$ cat config.mk
export PLATFORM = sky130hd
export DESIGN_NAME = resp_command_parser_unit
export DESIGN_NICKNAME = d
export VERILOG_FILES = /design/src/hw/rtl/rcp_pkg.sv /design/src/hw/rtl/resp_command_parser_unit.sv /design/src/hw/rtl/rcp_parse_fsm.sv
export SDC_FILE = /design/constraint.sdc
export NUM_CORES = 1
export LEC_CHECK = 0
export ABC_AREA = 1
export ABC_CLOCK_PERIOD_IN_PS = 3500
export BUFFER_PORTS_ARGS = -buffer_cell sky130_fd_sc_hd__buf_2
export CAP_MARGIN = 20
export CELL_PAD_IN_SITES_DETAIL_PLACEMENT = 0
export CELL_PAD_IN_SITES_GLOBAL_PLACEMENT = 1
export CORE_ASPECT_RATIO = 0.8
export CORE_UTILIZATION = 45
export CTS_CLUSTER_SIZE = 14
export DETAILED_ROUTE_END_ITERATION = 10
export PLACE_DENSITY = 0.83
export SYNTH_ARGS = -nofsm -noshare
export SYNTH_HDL_FRONTEND = slang
export SYNTH_SLANG_ARGS = --single-unit
$ cat constraint.sdc
create_clock -name clk -period 3.5 [get_ports clk]
set_input_delay 0.525 -clock clk [delete_from_list [all_inputs] [get_ports clk]]
set_output_delay 0.525 -clock clk [all_outputs]
set_load 0.01 [all_outputs]
$ cat src/hw/rtl/rcp_pkg.sv
// Shared types and constants for the RESP command parser.
`default_nettype none

package rcp_pkg;

	// Width of a bulk length; the number accumulator carries one extra bit to saturate
	localparam int LENGTH_BITS = 32;
	localparam int ACC_W       = LENGTH_BITS + 1;
	localparam int CMP_W       = (ACC_W > 32) ? ACC_W : 32;
	localparam int PROD_W      = ACC_W + 4;

	// Configuration register indexes and reset values
	localparam logic CFG_MAX_ELEMENTS    = 1'b0;
	localparam logic CFG_MAX_BULK_LENGTH = 1'b1;
	localparam logic [15:0] MAX_ELEMENTS_RST    = 16'd1024;
	localparam logic [31:0] MAX_BULK_LENGTH_RST = 32'd536870912;

	// Framing characters
	localparam logic [7:0] CH_STAR   = 8'h2A;
	localparam logic [7:0] CH_DOLLAR = 8'h24;
	localparam logic [7:0] CH_MINUS  = 8'h2D;
	localparam logic [7:0] CH_CR     = 8'h0D;
	localparam logic [7:0] CH_LF     = 8'h0A;
	localparam logic [7:0] CH_ZERO   = 8'h30;
	localparam logic [7:0] CH_NINE   = 8'h39;

	// Result kinds
	localparam logic [1:0] KIND_FRAME   = 2'd0;
	localparam logic [1:0] KIND_PAYLOAD = 2'd1;
	localparam logic [1:0] KIND_INVALID = 2'd2;

	typedef struct packed {
		logic [15:0] max_elements;
		logic [31:0] max_bulk_length;
	} rcp_cfg_t;

	typedef struct packed {
		logic [1:0]  kind;
		logic [7:0]  payload_byte;
		logic [15:0] element_index;
		logic        element_done;
		logic        command_done;
		logic [15:0] element_total;
	} rcp_result_t;

endpackage

`default_nettype wire

$ cat src/hw/rtl/resp_command_parser_unit.sv
// Top level of the RESP command parser: ports, configuration and input register.
//
// Channel   Dir  Handshake              Payload
// in        in   in_valid / in_ready    in_byte
// out       out  out_valid / out_ready  kind, payload_byte, element_index,
//                                       element_done, command_done, element_total
// cfg       in   cfg_we                 cfg_index, cfg_wdata
//
// One byte per cycle sustained while out is not stalled; each byte gives one result,
// passing the input register, then the parser state update into the result register.
// Reset clears the parser to wait for '*' and loads the configuration defaults.
// A stall on out holds the result register; in_ready drops only when both the input
// register and the result register are full and out_ready is low.
`default_nettype none

module resp_command_parser_unit
	import rcp_pkg::*;
(
	input  wire logic        clk,
	input  wire logic        arst_n,
	input  wire logic        in_valid,
	output logic             in_ready,
	input  wire logic [7:0]  in_byte,
	output logic             out_valid,
	input  wire logic        out_ready,
	output logic [1:0]       kind,
	output logic [7:0]       payload_byte,
	output logic [15:0]      element_index,
	output logic             element_done,
	output logic             command_done,
	output logic [15:0]      element_total,
	input  wire logic        cfg_we,
	input  wire logic        cfg_index,
	input  wire logic [31:0] cfg_wdata
);

	rcp_cfg_t    cfg_q;
	logic        valid_s1;
	logic [7:0]  byte_s1;
	logic        take;
	rcp_result_t res;

	// Configuration registers
	always_ff @(posedge clk or negedge arst_n) begin
		if (!arst_n) begin
			cfg_q.max_elements    <= MAX_ELEMENTS_RST;
			cfg_q.max_bulk_length <= MAX_BULK_LENGTH_RST;
		end else if (cfg_we) begin
			case (cfg_index)
				CFG_MAX_ELEMENTS:    cfg_q.max_elements    <= cfg_wdata[15:0];
				CFG_MAX_BULK_LENGTH: cfg_q.max_bulk_length <= cfg_wdata;
				default:             cfg_q                 <= cfg_q;
			endcase
		end
	end

	// Input register: accept a beat when empty or when its beat moves on
	assign in_ready = !valid_s1 || take;

	always_ff @(posedge clk or negedge arst_n) begin
		if (!arst_n) begin
			valid_s1 <= 1'b0;
		end else if (in_ready) begin
			valid_s1 <= in_valid;
		end
	end

	always_ff @(posedge clk) begin
		if (in_valid && in_ready) begin
			byte_s1 <= in_byte;
		end
	end

	rcp_parse_fsm u_fsm (
		.clk        (clk),
		.arst_n     (arst_n),
		.cfg        (cfg_q),
		.byte_valid (valid_s1),
		.byte_data  (byte_s1),
		.take       (take),
		.res_valid  (out_valid),
		.res_ready  (out_ready),
		.res        (res)
	);

	assign kind          = res.kind;
	assign payload_byte  = res.payload_byte;
	assign element_index = res.element_index;
	assign element_done  = res.element_done;
	assign command_done  = res.command_done;
	assign element_total = res.element_total;

	// An input beat moves into the parser whenever the result register is empty
	a_input_moves: assert property (@(posedge clk) disable iff (!arst_n)
		valid_s1 && !out_valid |-> take)
		else $error("input beat held while the result register is empty");

	// Input register never refills while its beat is stuck
	a_no_overwrite: assert property (@(posedge clk) disable iff (!arst_n)
		valid_s1 && !take |-> !in_ready)
		else $error("input register overwritten");

	// A parsed beat always yields a result on the next cycle
	a_result_follows: assert property (@(posedge clk) disable iff (!arst_n)
		take |=> out_valid)
		else $error("parsed beat without a result");

endmodule

`default_nettype wire

$ cat src/hw/rtl/rcp_parse_fsm.sv
// Parser state machine with its result register.
`default_nettype none

module rcp_parse_fsm
	import rcp_pkg::*;
(
	input  wire logic        clk,
	input  wire logic        arst_n,
	input  wire rcp_cfg_t    cfg,
	input  wire logic        byte_valid,
	input  wire logic [7:0]  byte_data,
	output logic             take,
	output logic             res_valid,
	input  wire logic        res_ready,
	output rcp_result_t      res
);

	typedef enum logic [3:0] {
		PH_IDLE,
		PH_RESYNC,
		PH_CNT_NUM,
		PH_CNT_LF,
		PH_DOLLAR,
		PH_LEN_NUM,
		PH_LEN_LF,
		PH_PAYLOAD,
		PH_DATA_CR,
		PH_DATA_LF
	} phase_t;

	phase_t                   phase_q, phase_d;
	logic                     minus_q, minus_d;
	logic                     digit_q, digit_d;
	logic [ACC_W-1:0]         acc_q, acc_d;
	logic [15:0]              cnt_q, cnt_d;
	logic [15:0]              elem_q, elem_d;
	logic [LENGTH_BITS-1:0]   left_q, left_d;
	logic                     res_valid_q;
	rcp_result_t              res_q, res_d;

	logic                     is_digit;
	logic [3:0]               digit_val;
	logic [PROD_W-1:0]        prod;
	logic [PROD_W-1:0]        cap_ext;
	logic [ACC_W-1:0]         acc_step;
	logic [ACC_W-1:0]         cap;
	logic [CMP_W-1:0]         acc_cmp;
	logic [CMP_W-1:0]         max_bulk_cmp;
	logic [ACC_W-1:0]         max_elem_ext;
	logic [15:0]              elem_inc;
	logic                     bad;
	logic                     num_err;
	logic                     neg_value;

	// Move a beat when the result register is free or being drained
	assign take = byte_valid && (!res_valid_q || res_ready);

	// Decimal accumulate, saturating at the length cap
	assign cap       = {1'b1, {LENGTH_BITS{1'b0}}};
	assign cap_ext   = {4'd0, cap};
	assign is_digit  = (byte_data >= CH_ZERO) && (byte_data <= CH_NINE);
	assign digit_val = 4'(byte_data - CH_ZERO);
	assign prod      = {1'b0, acc_q, 3'b000} + {3'b000, acc_q, 1'b0} + {{(PROD_W-4){1'b0}}, digit_val};
	assign acc_step  = (prod > cap_ext) ? cap : prod[ACC_W-1:0];

	assign acc_cmp      = CMP_W'(acc_q);
	assign max_bulk_cmp = CMP_W'(cfg.max_bulk_length);
	assign max_elem_ext = ACC_W'(cfg.max_elements);
	assign elem_inc     = elem_q + 16'd1;
	assign neg_value    = minus_q && (acc_q != '0);

	// Next state and result for the beat in hand
	always_comb begin
		phase_d = phase_q;
		minus_d = minus_q;
		digit_d = digit_q;
		acc_d   = acc_q;
		cnt_d   = cnt_q;
		elem_d  = elem_q;
		left_d  = left_q;
		bad     = 1'b0;
		num_err = 1'b0;
		res_d   = '0;
		res_d.kind          = KIND_FRAME;
		res_d.element_index = elem_q;

		// Number body shared by count and length lines
		if (is_digit) begin
			acc_d   = acc_step;
			digit_d = 1'b1;
		end else if (byte_data == CH_MINUS && !minus_q && !digit_q) begin
			minus_d = 1'b1;
		end else if (!(byte_data == CH_CR && digit_q)) begin
			num_err = 1'b1;
		end

		unique case (phase_q)
			PH_IDLE, PH_RESYNC: begin
				minus_d = minus_q;
				digit_d = digit_q;
				acc_d   = acc_q;
				res_d.element_index = '0;
				if (byte_data == CH_STAR) begin
					minus_d = 1'b0;
					digit_d = 1'b0;
					acc_d   = '0;
					cnt_d   = '0;
					elem_d  = '0;
					phase_d = PH_CNT_NUM;
				end else if (phase_q == PH_IDLE) begin
					bad = 1'b1;
				end
			end
			PH_CNT_NUM: begin
				bad = num_err;
				if (!is_digit && byte_data == CH_CR && digit_q) begin
					phase_d = PH_CNT_LF;
				end
			end
			PH_LEN_NUM: begin
				bad = num_err;
				if (!is_digit && byte_data == CH_CR && digit_q) begin
					phase_d = PH_LEN_LF;
				end
			end
			PH_CNT_LF: begin
				minus_d = 1'b0;
				digit_d = 1'b0;
				acc_d   = '0;
				if (byte_data != CH_LF || neg_value || acc_q > max_elem_ext) begin
					bad = 1'b1;
				end else begin
					cnt_d  = acc_q[15:0];
					elem_d = '0;
					if (acc_q == '0) begin
						res_d.command_done = 1'b1;
						phase_d = PH_IDLE;
					end else begin
						phase_d = PH_DOLLAR;
					end
				end
			end
			PH_DOLLAR: begin
				minus_d = 1'b0;
				digit_d = 1'b0;
				acc_d   = '0;
				if (byte_data != CH_DOLLAR) begin
					bad = 1'b1;
				end else begin
					phase_d = PH_LEN_NUM;
				end
			end
			PH_LEN_LF: begin
				minus_d = 1'b0;
				digit_d = 1'b0;
				acc_d   = '0;
				if (byte_data != CH_LF || neg_value || acc_cmp > max_bulk_cmp ||
						acc_q[ACC_W-1]) begin
					bad = 1'b1;
				end else begin
					left_d  = acc_q[LENGTH_BITS-1:0];
					phase_d = (acc_q == '0) ? PH_DATA_CR : PH_PAYLOAD;
				end
			end
			PH_PAYLOAD: begin
				minus_d = minus_q;
				digit_d = digit_q;
				acc_d   = acc_q;
				res_d.kind         = KIND_PAYLOAD;
				res_d.payload_byte = byte_data;
				left_d = left_q - LENGTH_BITS'(1);
				if (left_q == LENGTH_BITS'(1)) begin
					phase_d = PH_DATA_CR;
				end
			end
			PH_DATA_CR: begin
				minus_d = minus_q;
				digit_d = digit_q;
				acc_d   = acc_q;
				if (byte_data != CH_CR) begin
					bad = 1'b1;
				end else begin
					phase_d = PH_DATA_LF;
				end
			end
			PH_DATA_LF: begin
				minus_d = minus_q;
				digit_d = digit_q;
				acc_d   = acc_q;
				if (byte_data != CH_LF) begin
					bad = 1'b1;
				end else begin
					res_d.element_done = 1'b1;
					elem_d = elem_inc;
					if (elem_inc == cnt_q) begin
						res_d.command_done = 1'b1;
						phase_d = PH_IDLE;
					end else begin
						phase_d = PH_DOLLAR;
					end
				end
			end
			default: begin
				bad = 1'b1;
			end
		endcase

		// Drop the command and resync on any framing error
		if (bad) begin
			minus_d = 1'b0;
			digit_d = 1'b0;
			acc_d   = '0;
			cnt_d   = '0;
			elem_d  = '0;
			left_d  = '0;
			phase_d = PH_RESYNC;
			res_d   = '0;
			res_d.kind = KIND_INVALID;
		end else begin
			res_d.element_total = cnt_d;
		end
	end

	// Hold state and the result register
	always_ff @(posedge clk or negedge arst_n) begin
		if (!arst_n) begin
			phase_q     <= PH_IDLE;
			minus_q     <= 1'b0;
			digit_q     <= 1'b0;
			acc_q       <= '0;
			cnt_q       <= '0;
			elem_q      <= '0;
			left_q      <= '0;
			res_valid_q <= 1'b0;
			res_q       <= '0;
		end else begin
			if (take) begin
				phase_q <= phase_d;
				minus_q <= minus_d;
				digit_q <= digit_d;
				acc_q   <= acc_d;
				cnt_q   <= cnt_d;
				elem_q  <= elem_d;
				left_q  <= left_d;
				res_q   <= res_d;
			end
			if (take) begin
				res_valid_q <= 1'b1;
			end else if (res_ready) begin
				res_valid_q <= 1'b0;
			end
		end
	end

	assign res_valid = res_valid_q;
	assign res       = res_q;

	// An invalid result carries nothing but its kind
	a_invalid_clean: assert property (@(posedge clk) disable iff (!arst_n)
		res_valid_q && res_q.kind == KIND_INVALID |->
		res_q.payload_byte == '0 && res_q.element_index == '0 &&
		!res_q.element_done && !res_q.command_done && res_q.element_total == '0)
		else $error("invalid result with non-zero fields");

	// Done marks appear only on framing bytes
	a_done_on_frame: assert property (@(posedge clk) disable iff (!arst_n)
		res_valid_q && (res_q.element_done || res_q.command_done) |->
		res_q.kind == KIND_FRAME)
		else $error("done mark on a non-framing result");

	// Payload phase always has bytes left
	a_payload_left: assert property (@(posedge clk) disable iff (!arst_n)
		phase_q == PH_PAYLOAD |-> left_q != '0)
		else $error("payload phase with no bytes left");

	// An element index stays below the declared total inside a command
	a_elem_range: assert property (@(posedge clk) disable iff (!arst_n)
		(phase_q == PH_DOLLAR || phase_q == PH_PAYLOAD || phase_q == PH_DATA_CR ||
		 phase_q == PH_DATA_LF) |-> elem_q < cnt_q)
		else $error("element index past the declared count");

endmodule

`default_nettype wire

==> results of run 1 <==
-- synthesized netlist by cell type, types with 4 or more instances --
cell type | n | area share [%]
a21oi_1 | 61 | 2.2
a31oi_1 | 4 | 0.18
buf_2 | 11 | 0.39
buf_4 | 7 | 0.37
clkbuf_1 | 28 | 0.74
dfrtp_1 | 179 | 32
edfxtp_1 | 8 | 1.7
ha_1 | 116 | 10
inv_1 | 334 | 8.9
inv_2 | 5 | 0.13
nand2_1 | 721 | 19
nand3_1 | 160 | 5.7
nand3b_1 | 6 | 0.32
nand4_1 | 26 | 1.1
nor2_1 | 194 | 5.1
nor2_2 | 4 | 0.18
nor3_1 | 26 | 0.92
nor4_1 | 7 | 0.31
o21ai_0 | 98 | 3.5
o21ai_1 | 15 | 0.53
o22ai_1 | 15 | 0.66
o31ai_1 | 4 | 0.21
o41ai_1 | 14 | 0.87
xnor2_1 | 14 | 0.87
xor2_1 | 21 | 1.3
-- final cells by class --
class | instances | area, um^2
repair buffers | 190 | 1330
inverters | 340 | 1280
well taps | 413 | 517
fillers | 3085 | 14100
flip-flops and latches | 189 | 4790
clock buffers | 21 | 472
multi-input cells | 1542 | 8060
clock inverters | 11 | 159
-- flip-flops by register name, indices dropped and copies added, names as in the netlist --
signal / cells
u_fsm.left_q: 32
u_fsm.cnt_q: 16
u_fsm.acc_cmp: 33
u_fsm.digit_q: 1
valid_s1: 1
u_fsm.minus_q: 1
u_fsm.res: 28
u_fsm.phase_q: 4
cfg_q: 48
u_fsm.elem_q: 16
byte_s1: 8
u_fsm.res_valid: 1
-- final timing paths --
check                                          startpoint                            end  depth (start not counted)
worst min-delay path                               arst_n          cfg_q[39]$_DFFE_PN0P_                          1
worst max-delay path                 byte_s1[3]$_DFFE_PP_  u_fsm.acc_cmp[24]$_DFFE_PN0P_                         18
min in group clk                               in_byte[2]           byte_s1[2]$_DFFE_PP_                          1
worst max register to register       byte_s1[3]$_DFFE_PP_  u_fsm.acc_cmp[24]$_DFFE_PN0P_                         18
max in group asynchronous                          arst_n    u_fsm.left_q[9]$_DFFE_PN0P_                          2
worst min register to register  u_fsm.res[20]$_DFFE_PN0P_      u_fsm.res[20]$_DFFE_PN0P_                          2
-- cells by family after synthesis --
kind of cell,Yosys count,synth area share [%]
buffers and inverters,390,10.7
and+or+nand+nor,1161,33.9
AOI/OAI and AO/OA,228,9.02
adders and majority gates,118,10.5
xor gates and xnor gates,35,2.16
DFF,189,33.7
-- metrics by stage --
stage | setup slack [ns] | TNS (ns) | hold slack (ns) | power (mW) | cells
after CTS | 0.0119 | 0 | 0.132 | 5.72 | 2697
after detailed placement | 0.0212 | 0 | 0.461 | 3.60 | 2665
after global placement | -0.00586 | -0.0309 | 0.458 | 3.59 | 2665
after global routing | -0.0507 | -0.932 | 0.147 | 5.94 | 2706
after floorplan | 0.501 | 0 | 0.229 | 3.15 | 2121
final | 0.141 | 0 | 0.0963 | 5.70 | 2706
-- cells in the final DEF (no fill, tap or decap), types with 12 or more instances in the layout --
| cell type | netlist | layout |
|---|---|---|
| a21oi_1 | 61 | 59 |
| buf_2 | 11 | 90 |
| buf_4 | 7 | 89 |
| clkbuf_16 | 0 | 20 |
| dfrtp_1 | 179 | 165 |
| dfrtp_2 | 0 | 14 |
| ha_1 | 116 | 109 |
| inv_1 | 334 | 332 |
| nand2_1 | 721 | 708 |
| nand2_2 | 1 | 12 |
| nand3_1 | 160 | 159 |
| nand4_1 | 26 | 26 |
| nor2_1 | 194 | 178 |
| nor2_2 | 4 | 19 |
| nor3_1 | 26 | 22 |
| o21ai_0 | 98 | 98 |
| o21ai_1 | 15 | 15 |
| o22ai_1 | 15 | 15 |
| o41ai_1 | 14 | 14 |
| xnor2_1 | 14 | 13 |
| xor2_1 | 21 | 21 |
-- power by group --
part | switching (mW) | leakage, nW | internal [mW]
Sequential | 0.0639 | 2.47 | 2.30
Combinational | 0.818 | 6.78 | 0.391
Clock | 0.936 | 0.303 | 1.20
Total | 1.82 | 9.55 | 3.89
-- per-layer routing --
layer | up-vias | share of wire [%] | global-route usage, %
li1 | 7054 | - | -
met5 | - | 0 | 0.595
met4 | 0 | 1.6 | 6.63
met2 | 439 | 42 | 43.2
met1 | 6673 | 49 | 43.5
met3 | 51 | 6.8 | 5.52
-- worst max-delay path: stages (launching register included) --
cell	delay [ns]
edfxtp_1	0.39
inv_2	0.08
fa_2	0.60
inv_1	0.05
ha_1	0.30
nand2_1	0.11
nand2_1	0.08
nand3_1	0.11
nand2_2	0.10
xnor2_1	0.33
nand2_1	0.09
nor3_1	0.20
nand3_1	0.09
nor2_1	0.14
nand3_2	0.11
nand2_4	0.14
clkbuf_16	0.18
nand3_1	0.09
nand2_1	0.08
-- timing repair --
item                       4_1_cts  5_1_grt
hold endpoints to repair         0        0
resized for setup                0       68
setup endpoints to repair        0       33
buffers inserted                 0        6
==> qor.csv, run 1 <==
stage,metric,value,unit
cts,Clock Path Buffers,2,
timing,Slew headroom,40.4,%
route,number of routed nets with antenna violations,0,
yosys,Post-Synthesis Cells,2121,
grt,remaining global-route overflow,0,
floorplanning,Die ar.,32200,um^2
route,via count,14217,
route,1st-iter DRT viols,1111,
grt,vias in the first global route,13228,
place,Post-DP Area,15700,um^2
worst_setup_path,crit path DAT,3.76,ns
place,final RePlAce weighted congestion,0.957,
power,P_leak,9.55,nW
timing,final setup fails,0,
place,port bufs,91,
timing,minimum clock period,3.36,ns
yosys,Netlist cell types,54,
timing,final hold vios,0,
job,max cap viols,0,
floorplanning,die width,200,um
timing,period utilisation layout,96.0,%
yosys,mapped cell area,14200,um^2
cts,clk_lat worst skew,0.47,ns
cts,hold-fix buffers at CTS,0,
grt,initial antenna violation count,0,
worst_setup_path,Crit. End Element,flop,
route,wire length per cell after detailed routing,17.2,um
timing,Worst-Margin Slew,0.891,ns
yosys,asr flop ratio synth,95.8,%
timing,maximum clock frequency,0.298,GHz
grt,first-pass GRT wire length,73.2,mm
worst_setup_path,CP required,3.90,ns
grt,Total GRT Usage,29.1,%
yosys,number of synthesized flops with an enable pin,8,
yosys,predominant post-synthesis flop cell,dfrtp_1,
timing,Clock Skew,0.0180,ns
route,# DRC,0,
yosys,register area share after synthesis,33.7,%
yosys,Mapped Nets,2285,
yosys,Ys Warns,0,
floorplanning,IO Pins,92,
cts,CTS sink cnt,189,
cells_and_area,layout cells sized above 1,13.3,%
cells_and_area,# diodes,0,
yosys,number of synthesized register bits,189,
cells_and_area,final design utilization,54.2,%
yosys,Synth Area per Inst,6.68,um^2
worst_setup_path,"Worst Path Class, Setup",flop to flop,
power,PD cells,343,nW/um^2
floorplanning,chip height,161,um
cells_and_area,fin area,16600,um^2
cts,CTS H-tree depth,4,
route,drt pass-1 iters,5,
route,DRT Wirelength,46.6,mm
cts,CTS tree,yes,
worst_setup_path,CP startpoint kind,flop,
route,vias per cell,5.25,
cells_and_area,Area Growth Syn to Fin,17.3,%
place,post-DP HPWL,36.1,mm
cts,clock-pin slew on the worst setup and hold paths,0.07,ns
cts,CTS root buffer,clkbuf_16,
cts,TritonCTS Buffers,17,
min_path,Hold Path Class,primary input to asynchronous set/reset pin,
floorplanning,Std-Cell Rows,57,
worst_setup_path,CP max FO,8,
timing,max-slew violations,0,
floorplanning,Core ar.,30700,um^2
status,status,"finished, final reports clean",
grt,largest net degree at the start of global routing,86,
power,VDD IR max,316,uV
cells_and_area,Layout Nets,2444,
floorplanning,starting density of the core,46.2,%
worst_setup_path,r2r setup slk,0.14,ns
Power figures use the tool's default switching activity.
==> run 2: changes to the inputs <==
--- a/config.mk
+++ b/config.mk
@@ -6,16 +6,16 @@
 export NUM_CORES = 1
 export LEC_CHECK = 0
 export ABC_AREA = 1
-export ABC_CLOCK_PERIOD_IN_PS = 3500
+export ABC_CLOCK_PERIOD_IN_PS = 2900
 export BUFFER_PORTS_ARGS = -buffer_cell sky130_fd_sc_hd__buf_2
 export CAP_MARGIN = 20
 export CELL_PAD_IN_SITES_DETAIL_PLACEMENT = 0
 export CELL_PAD_IN_SITES_GLOBAL_PLACEMENT = 1
 export CORE_ASPECT_RATIO = 0.8
-export CORE_UTILIZATION = 45
+export CORE_UTILIZATION = 40
 export CTS_CLUSTER_SIZE = 14
 export DETAILED_ROUTE_END_ITERATION = 10
-export PLACE_DENSITY = 0.83
+export PLACE_DENSITY = 0.78
 export SYNTH_ARGS = -nofsm -noshare
 export SYNTH_HDL_FRONTEND = slang
 export SYNTH_SLANG_ARGS = --single-unit
==> constraint.sdc (replaced) <==
create_clock -name clk -period 2.9 [get_ports clk]
set_input_delay 0.435 -clock clk [delete_from_list [all_inputs] [get_ports clk]]
set_output_delay 0.435 -clock clk [all_outputs]
set_load 0.01 [all_outputs]
==> qor.csv, run 2 (synthesized netlist as in run 1, its figures left out) <==
stage,metric,value,unit,change
cells_and_area,max reg flops,48,,unchanged
cts,TritonCTS Buffers,17,,unchanged
power,Switch Pwr,2.43,mW,+33%
cts,CTS H-tree depth,4,,unchanged
power,Seq pwr share,39.5,%,-1.9 points
route,DRT Wirelength,49.6,mm,+6.5%
route,drt pass-1 iters,6,,+1
timing,final hold vios,0,,unchanged
worst_setup_path,"Critical Path, Cell by Cell",inv_2 -> fa_2 -> fa_2 -> inv_2 -> nand3_2 -> nand2_2 -> buf_4 -> xor2_1 -> nor4_2 -> nand2_1 -> nor2_2 -> nand3_1 -> nand2_4 -> clkbuf_16 -> nand3_2 -> nand2_1,,
place,post-DP HPWL,37.6,mm,+4.0%
route,1st-iter DRT viols,1429,,+29%
place,port bufs,91,,unchanged
power,combinational share of power,26.8,%,+5.6 points
timing,period utilisation layout,110,%,+14 points
timing,maximum clock frequency,0.313,GHz,+5.2%
floorplanning,die width,212,um,+6.0%
power,P_leak,10.5,nW,+9.7%
cts,CTS sink cnt,189,,unchanged
floorplanning,Core ar.,34800,um^2,+13%
cts,CTS root buffer,clkbuf_16,,
floorplanning,chip height,170,um,+6.0%
timing,Min Hold Slack,0.151,ns,+0.0544 ns
grt,largest net degree at the start of global routing,65,,-24%
floorplanning,starting density of the core,40.7,%,-5.5 points
job,max cap viols,0,,unchanged
power,PD cells,380,nW/um^2,+11%
worst_setup_path,CP required,3.31,ns,-0.59 ns
cells_and_area,most flop-heavy register,cfg_q,,
cells_and_area,most frequent cells in the layout,"667 x nand2_1, 328 x inv_1, 234 x buf_4, 166 x dfrtp_1, 163 x nor2_1",,
cells_and_area,Area Growth Syn to Fin,34.0,%,
worst_setup_path,CP max stage delay,0.47,ns,-0.13 ns
power,VDD IR max,453,uV,+43%
route,via count,14778,,+3.9%
cts,clock-pin slew on the worst setup and hold paths,0.08,ns,about the same
cts,clk_lat worst skew,0.46,ns,about the same
power,total chip power,7.21,mW,+26%
power,Clk network pwr share,33.7,%,-3.7 points
cells_and_area,"most common cell after layout, fill and taps aside",nand2_1,,
timing,min setup slack post-route,-0.292,ns,-0.433 ns
worst_setup_path,Crit. End Element,flop,,
worst_setup_path,"Worst Path Class, Setup",flop to flop,,
timing,Clock Skew,0.0155,ns,-0.00252 ns
worst_setup_path,CP max FO,7,,-1
timing,Slew headroom,41.3,%,+0.86 points
timing,unrepaired setup endpoints after global routing,true,,
timing,final setup fails,72,,+72
route,wire length per cell after detailed routing,16.9,um,-1.6%
cells_and_area,# diodes,0,,unchanged
worst_setup_path,CP startpoint kind,flop,,
grt,remaining global-route overflow,0,,unchanged
grt,initial antenna violation count,0,,unchanged
min_path,Hold Path Class,primary input to flop,,
grt,first-pass GRT wire length,77.8,mm,+6.2%
place,final RePlAce weighted congestion,0.928,,-3.0%
timing,Worst-Margin Slew,0.878,ns,-0.0129 ns
route,vias per cell,5.05,,-3.9%
cells_and_area,Layout Nets,2607,,+6.7%
cts,Clock Path Buffers,2,,unchanged
route,number of routed nets with antenna violations,0,,unchanged
worst_setup_path,"Max stage delay cell, worst path",fa_2,,
floorplanning,Die ar.,36200,um^2,+12%
worst_setup_path,crit path DAT,3.60,ns,-0.16 ns
floorplanning,Std-Cell Rows,61,,+7.0%
power,Pint,4.78,mW,+23%
worst_setup_path,"Largest delay share family, worst path",simple AND/OR/NAND/NOR gates,,
route,# DRC,0,,unchanged
status,status,"finished, violations left",,
power,sw frac,33.7,%,+1.8 points
grt,Total GRT Usage,27.9,%,-1.2 points
grt,vias in the first global route,14226,,+7.5%
timing,minimum clock period,3.19,ns,-0.167 ns
floorplanning,IO Pins,92,,unchanged
status,violated checks,negative setup slack,,
worst_setup_path,CP bufs+invs,4,,+1
timing,max-slew violations,0,,unchanged
cts,CTS tree,yes,,
cells_and_area,layout cells sized above 1,24.6,%,+11 points
run 2: area by class of cell:
| cell class | instances | area (um^2) |
|---|---|---|
| Timing Repair Buffer | 353 | 2770 |
| Tap cell | 472 | 591 |
| Clock inverter | 14 | 149 |
| Clock buffer | 18 | 439 |
| Multi-Input combinational cell | 1542 | 8960 |
| Inverter | 340 | 1280 |
| Sequential cell | 189 | 4790 |
| Fill cell | 3436 | 15800 |
run 2: path summary, 6_finish.rpt:
| kind | startpoint | end | slack, ns | depth (start not counted) |
|---|---|---|---|---|
| min | in_byte[3] | byte_s1[3]$_DFFE_PP_ | 0.15 | 1 |
| max in group asynchronous | arst_n | u_fsm.res[36]$_DFFE_PN0P_ | 1.66 | 3 |
| max | byte_s1[3]$_DFFE_PP_ | u_fsm.acc_cmp[24]$_DFFE_PN0P_ | -0.29 | 16 |
| max reg2reg | byte_s1[3]$_DFFE_PP_ | u_fsm.acc_cmp[24]$_DFFE_PN0P_ | -0.29 | 16 |
| min in group asynchronous | arst_n | cfg_q[16]$_DFFE_PN0P_ | 0.50 | 2 |
| min reg2reg | u_fsm.res[20]$_DFFE_PN0P_ | u_fsm.res[20]$_DFFE_PN0P_ | 0.48 | 2 |
run 2: per-layer routing:
metal / global-route usage [%] / wire length, um
met3: 5.43 / 3070
met4: 7.13 / 986
met1: 40.7 / 24600
met2: 41.8 / 21000
met5: 0 / 0
run 2: what timing repair did:
action / 4_1_cts / 5_1_grt
resized for setup: 147 / 91
gates cloned: 6 / 2
endpoints found under the setup margin: 98 / 117
pin swaps: 17 / 27
setup buffers: 23 / 8
endpoints found under the hold margin: 51 / 0
hold buffers: 1 / 0
run 2: power by group through the flow:
| stage | Clock [mW] | Sequential, mW | Combinational [mW] |
|---|---|---|---|
| 2_1_floorplan | 0 | 2.88 | 0.916 |
| 3_3_place_gp | 0 | 2.89 | 1.48 |
| 3_5_place_dp | 0 | 2.90 | 1.49 |
| 4_1_cts | 2.46 | 2.85 | 1.89 |
| 5_1_grt | 2.56 | 2.86 | 2.10 |
| 6_report | 2.43 | 2.85 | 1.93 |
run 2: stage by stage:
stage          worst slack, ns  std cells  instance area (um^2)   TNS, ns  util [%]
2_1_floorplan        -0.000575       2121                 14200  -0.00225         -
3_3_place_gp            -0.413       2857                 16800    -15.78      48.3
3_5_place_dp            -0.411       2857                 16800    -16.87      48.3
4_1_cts                 -0.184       2918                 18400     -4.76      52.8
5_1_grt                 -0.444       2928                 19000    -29.96      54.5
6_report                -0.292       2928                 19000    -12.47      54.5
==> run 3: changes to the inputs <==
--- a/config.mk
+++ b/config.mk
@@ -16,6 +16,7 @@
 export CTS_CLUSTER_SIZE = 14
 export DETAILED_ROUTE_END_ITERATION = 10
 export PLACE_DENSITY = 0.78
+export REMOVE_ABC_BUFFERS = 1
 export SYNTH_ARGS = -nofsm -noshare
 export SYNTH_HDL_FRONTEND = slang
 export SYNTH_SLANG_ARGS = --single-unit
==> qor.csv, run 3 (synthesized netlist as in run 1, its figures left out) <==
stage,metric,value,unit,change
status,status,"finished, violations left",,
status,violated checks,negative setup slack,,
place,final RePlAce weighted congestion,0.975,,+5.1%
power,PD cells,383,nW/um^2,+0.86%
worst_setup_path,Crit. Startpoint,byte_s1[3]$_DFFE_PP_,,
route,# DRC,0,,unchanged
timing,period utilisation layout,107,%,-3.4 points
cts,CTS H-tree depth,4,,unchanged
cts,CTS sink cnt,189,,unchanged
timing,Slew headroom,42.3,%,+1.0 points
route,wire length per cell after detailed routing,17.1,um,+1.1%
worst_setup_path,reg-to-reg endpoint,u_fsm.acc_cmp[27]$_DFFE_PN0P_,,
cells_and_area,final design utilization,55.7,%,+1.2 points
cts,TritonCTS Buffers,17,,unchanged
cells_and_area,most flop-heavy register,cfg_q,,
place,Cells after DPL,2854,,-0.11%
cts,CTS tree,yes,,
cells_and_area,max reg flops,48,,unchanged
worst_setup_path,crit path DAT,3.49,ns,-0.11 ns
worst_setup_path,CP Capture Point,u_fsm.acc_cmp[27]$_DFFE_PN0P_,,
cts,CTS root buffer,clkbuf_16,,
timing,Min Hold Slack,0.154,ns,+0.00297 ns
timing,max-slew violations,0,,unchanged
grt,largest net degree at the start of global routing,64,,-1.5%
route,drt pass-1 iters,7,,+1
cells_and_area,# diodes,0,,unchanged
floorplanning,Die ar.,36200,um^2,unchanged
floorplanning,die width,212,um,unchanged
timing,Clock Skew,0.0124,ns,-0.00311 ns
grt,first-pass GRT wire length,77.4,mm,-0.45%
worst_setup_path,Crit. End Element,flop,,
grt,vias in the first global route,13982,,-1.7%
grt,Total GRT Usage,27.9,%,about the same
job,max cap viols,0,,unchanged
min_path,Hold Path Class,primary input to flop,,
worst_setup_path,CP required,3.30,ns,about the same
route,1st-iter DRT viols,1214,,-15%
worst_setup_path,"Critical Path, Cell by Cell",inv_2 -> fa_2 -> inv_2 -> ha_4 -> nand2_2 -> a21oi_2 -> buf_4 -> nand3_1 -> nand3_2 -> buf_4 -> xor2_1 -> nor2_1 -> nand3_1 -> nor2_2 -> nand3_2 -> nand2_4 -> buf_6 -> nand3_2 -> nand2_1,,
cells_and_area,layout cells sized above 1,27.8,%,+3.2 points
worst_setup_path,CP bufs+invs,5,,+1
floorplanning,IO Pins,92,,unchanged
cts,clk_lat worst skew,0.46,ns,about the same
cts,Clock Path Buffers,2,,unchanged
floorplanning,starting density of the core,40.7,%,unchanged
power,P_leak,10.9,nW,+4.0%
timing,Worst-Margin Slew,0.863,ns,-0.0151 ns
timing,unrepaired setup endpoints after global routing,true,,
place,Setup WS pre-CTS,-0.501,ns,-0.0903 ns
cells_and_area,most frequent cells in the layout,"625 x nand2_1, 327 x inv_1, 222 x buf_4, 164 x dfrtp_1, 162 x nor2_1",,
place,port bufs,91,,unchanged
floorplanning,chip height,170,um,unchanged
worst_setup_path,CP startpoint kind,flop,,
worst_setup_path,"Worst Path Class, Setup",flop to flop,,
worst_setup_path,worst r2r path cells,19,,+3
route,DRT Wirelength,50.2,mm,+1.2%
route,vias per cell,5.11,,+1.2%
worst_setup_path,"Max stage delay cell, worst path",fa_2,,
timing,final hold vios,0,,unchanged
worst_setup_path,"Top cell by count, worst path",nand3_2,,
cts,clock-pin slew on the worst setup and hold paths,0.08,ns,about the same
route,number of routed nets with antenna violations,0,,unchanged
route,via count,14972,,+1.3%
power,VDD IR max,312,uV,-31%
cells_and_area,layout filler cell count,3360,,-2.2%
cells_and_area,Area Growth Syn to Fin,36.9,%,
grt,initial antenna violation count,0,,unchanged
cells_and_area,"most common cell after layout, fill and taps aside",nand2_1,,
floorplanning,Core ar.,34800,um^2,unchanged
cells_and_area,Layout Nets,2611,,+0.15%
grt,remaining global-route overflow,0,,unchanged
place,post-DP HPWL,37.7,mm,+0.27%
floorplanning,Std-Cell Rows,61,,unchanged
timing,min setup slack post-route,-0.192,ns,+0.0998 ns
timing,minimum clock period,3.09,ns,-0.0998 ns
timing,maximum clock frequency,0.323,GHz,+3.2%
worst_setup_path,r2r setup slk,-0.19,ns,+0.10 ns
worst_setup_path,CP max FO,8,,+1
timing,final setup fails,65,,-9.7%
cells_and_area,Finished Layout Cells,2932,,+0.14%
worst_setup_path,RR Startpoint,byte_s1[3]$_DFFE_PP_,,
worst_setup_path,CP max stage delay,0.57,ns,+0.10 ns
worst_setup_path,"Largest delay share family, worst path",simple AND/OR/NAND/NOR gates,,
worst_setup_path,WP depth,19,,+3
[run 3: cell types whose count changed in the layout (fill, tap and decap cells not counted), moves of 5 or more]
cell,previous run,this run
nand3_2,30,44
nand2_2,40,68
nand3_1,127,114
buf_4,234,222
nand2_1,667,625
o41ai_4,0,6
o21ai_0,96,84
buf_6,6,21
nand2_4,15,28
o41ai_1,11,2
o21ai_2,0,9
buf_16,6,1
[run 3: metrics by stage]
step,TNS [ns],power (mW),instance area (um^2)
finish,-7.72,7.43,19400
global route,-17.72,7.72,19400
CTS,-6.54,7.14,18600
detailed placement,-25.12,4.37,16800
global placement,-20.25,4.35,16800
floorplan,-39.87,3.68,13900
[run 3: worst min-delay path by stage]
stage / endpoint / startpoint / cells past startpoint / slack, ns
final: byte_s1[6]$_DFFE_PP_ / in_byte[6] / 1 / 0.15
after global routing: byte_s1[6]$_DFFE_PP_ / in_byte[6] / 1 / 0.14
after CTS: byte_s1[7]$_DFFE_PP_ / in_byte[7] / 1 / 0.14
after detailed placement: u_fsm.res[29]$_DFFE_PN0P_ / u_fsm.res[29]$_DFFE_PN0P_ / 2 / 0.46
after global placement: cfg_q[9]$_DFFE_PN0P_ / arst_n / 1 / 0.46
after floorplan: cfg_q[0]$_DFFE_PN0P_ / arst_n / 0 / 0.14
[run 3: timing repair]
action | CTS | global route
gates resized for setup | 197 | 189
endpoints found under the hold margin | 36 | 0
setup buffers | 32 | 12
pin swaps | 71 | 61
gates cloned | 7 | 4
hold buffers | 1 | 0
setup endpoints to repair | 106 | 106
[run 3: cell type report]
cell class / instances / area (um^2) / area share, %
multi-input combinational: 1542 / 9360 / 48.3
sequential: 189 / 4790 / 24.7
timing repair buffer: 357 / 2810 / 14.5
inverter: 340 / 1280 / 6.61
clock inverter: 15 / 129 / 0.665
tap: 472 / 591 / 3.05
clock buffer: 17 / 425 / 2.19
[run 3: power by group]
group | switching, mW | leakage (nW) | internal [mW]
sequential | 0.0754 | 2.47 | 2.77
clock | 1.19 | 0.276 | 1.13
combinational | 1.40 | 8.15 | 0.865
total | 2.66 | 10.9 | 4.77
[run 3: worst register-to-register path: stages (launching register included)]
cell and delay (ns):
edfxtp_1 0.38, inv_2 0.07, fa_2 0.57, inv_2 0.05, ha_4 0.24, nand2_2 0.09, a21oi_2 0.06, buf_4 0.15
nand3_1 0.07, nand3_2 0.08, buf_4 0.14, xor2_1 0.15, nor2_1 0.14, nand3_1 0.11, nor2_2 0.16, nand3_2 0.10
nand2_4 0.12, buf_6 0.18, nand3_2 0.09, nand2_1 0.08
[run 3: per-layer routing]
metal	global-route usage, %	wire length, um	up-vias
li1	-	-	7383
met1	42.4	25700	7151
met2	40.5	20900	391
met3	4.96	2810	47
met4	6.07	763	0
met5	0	0	-
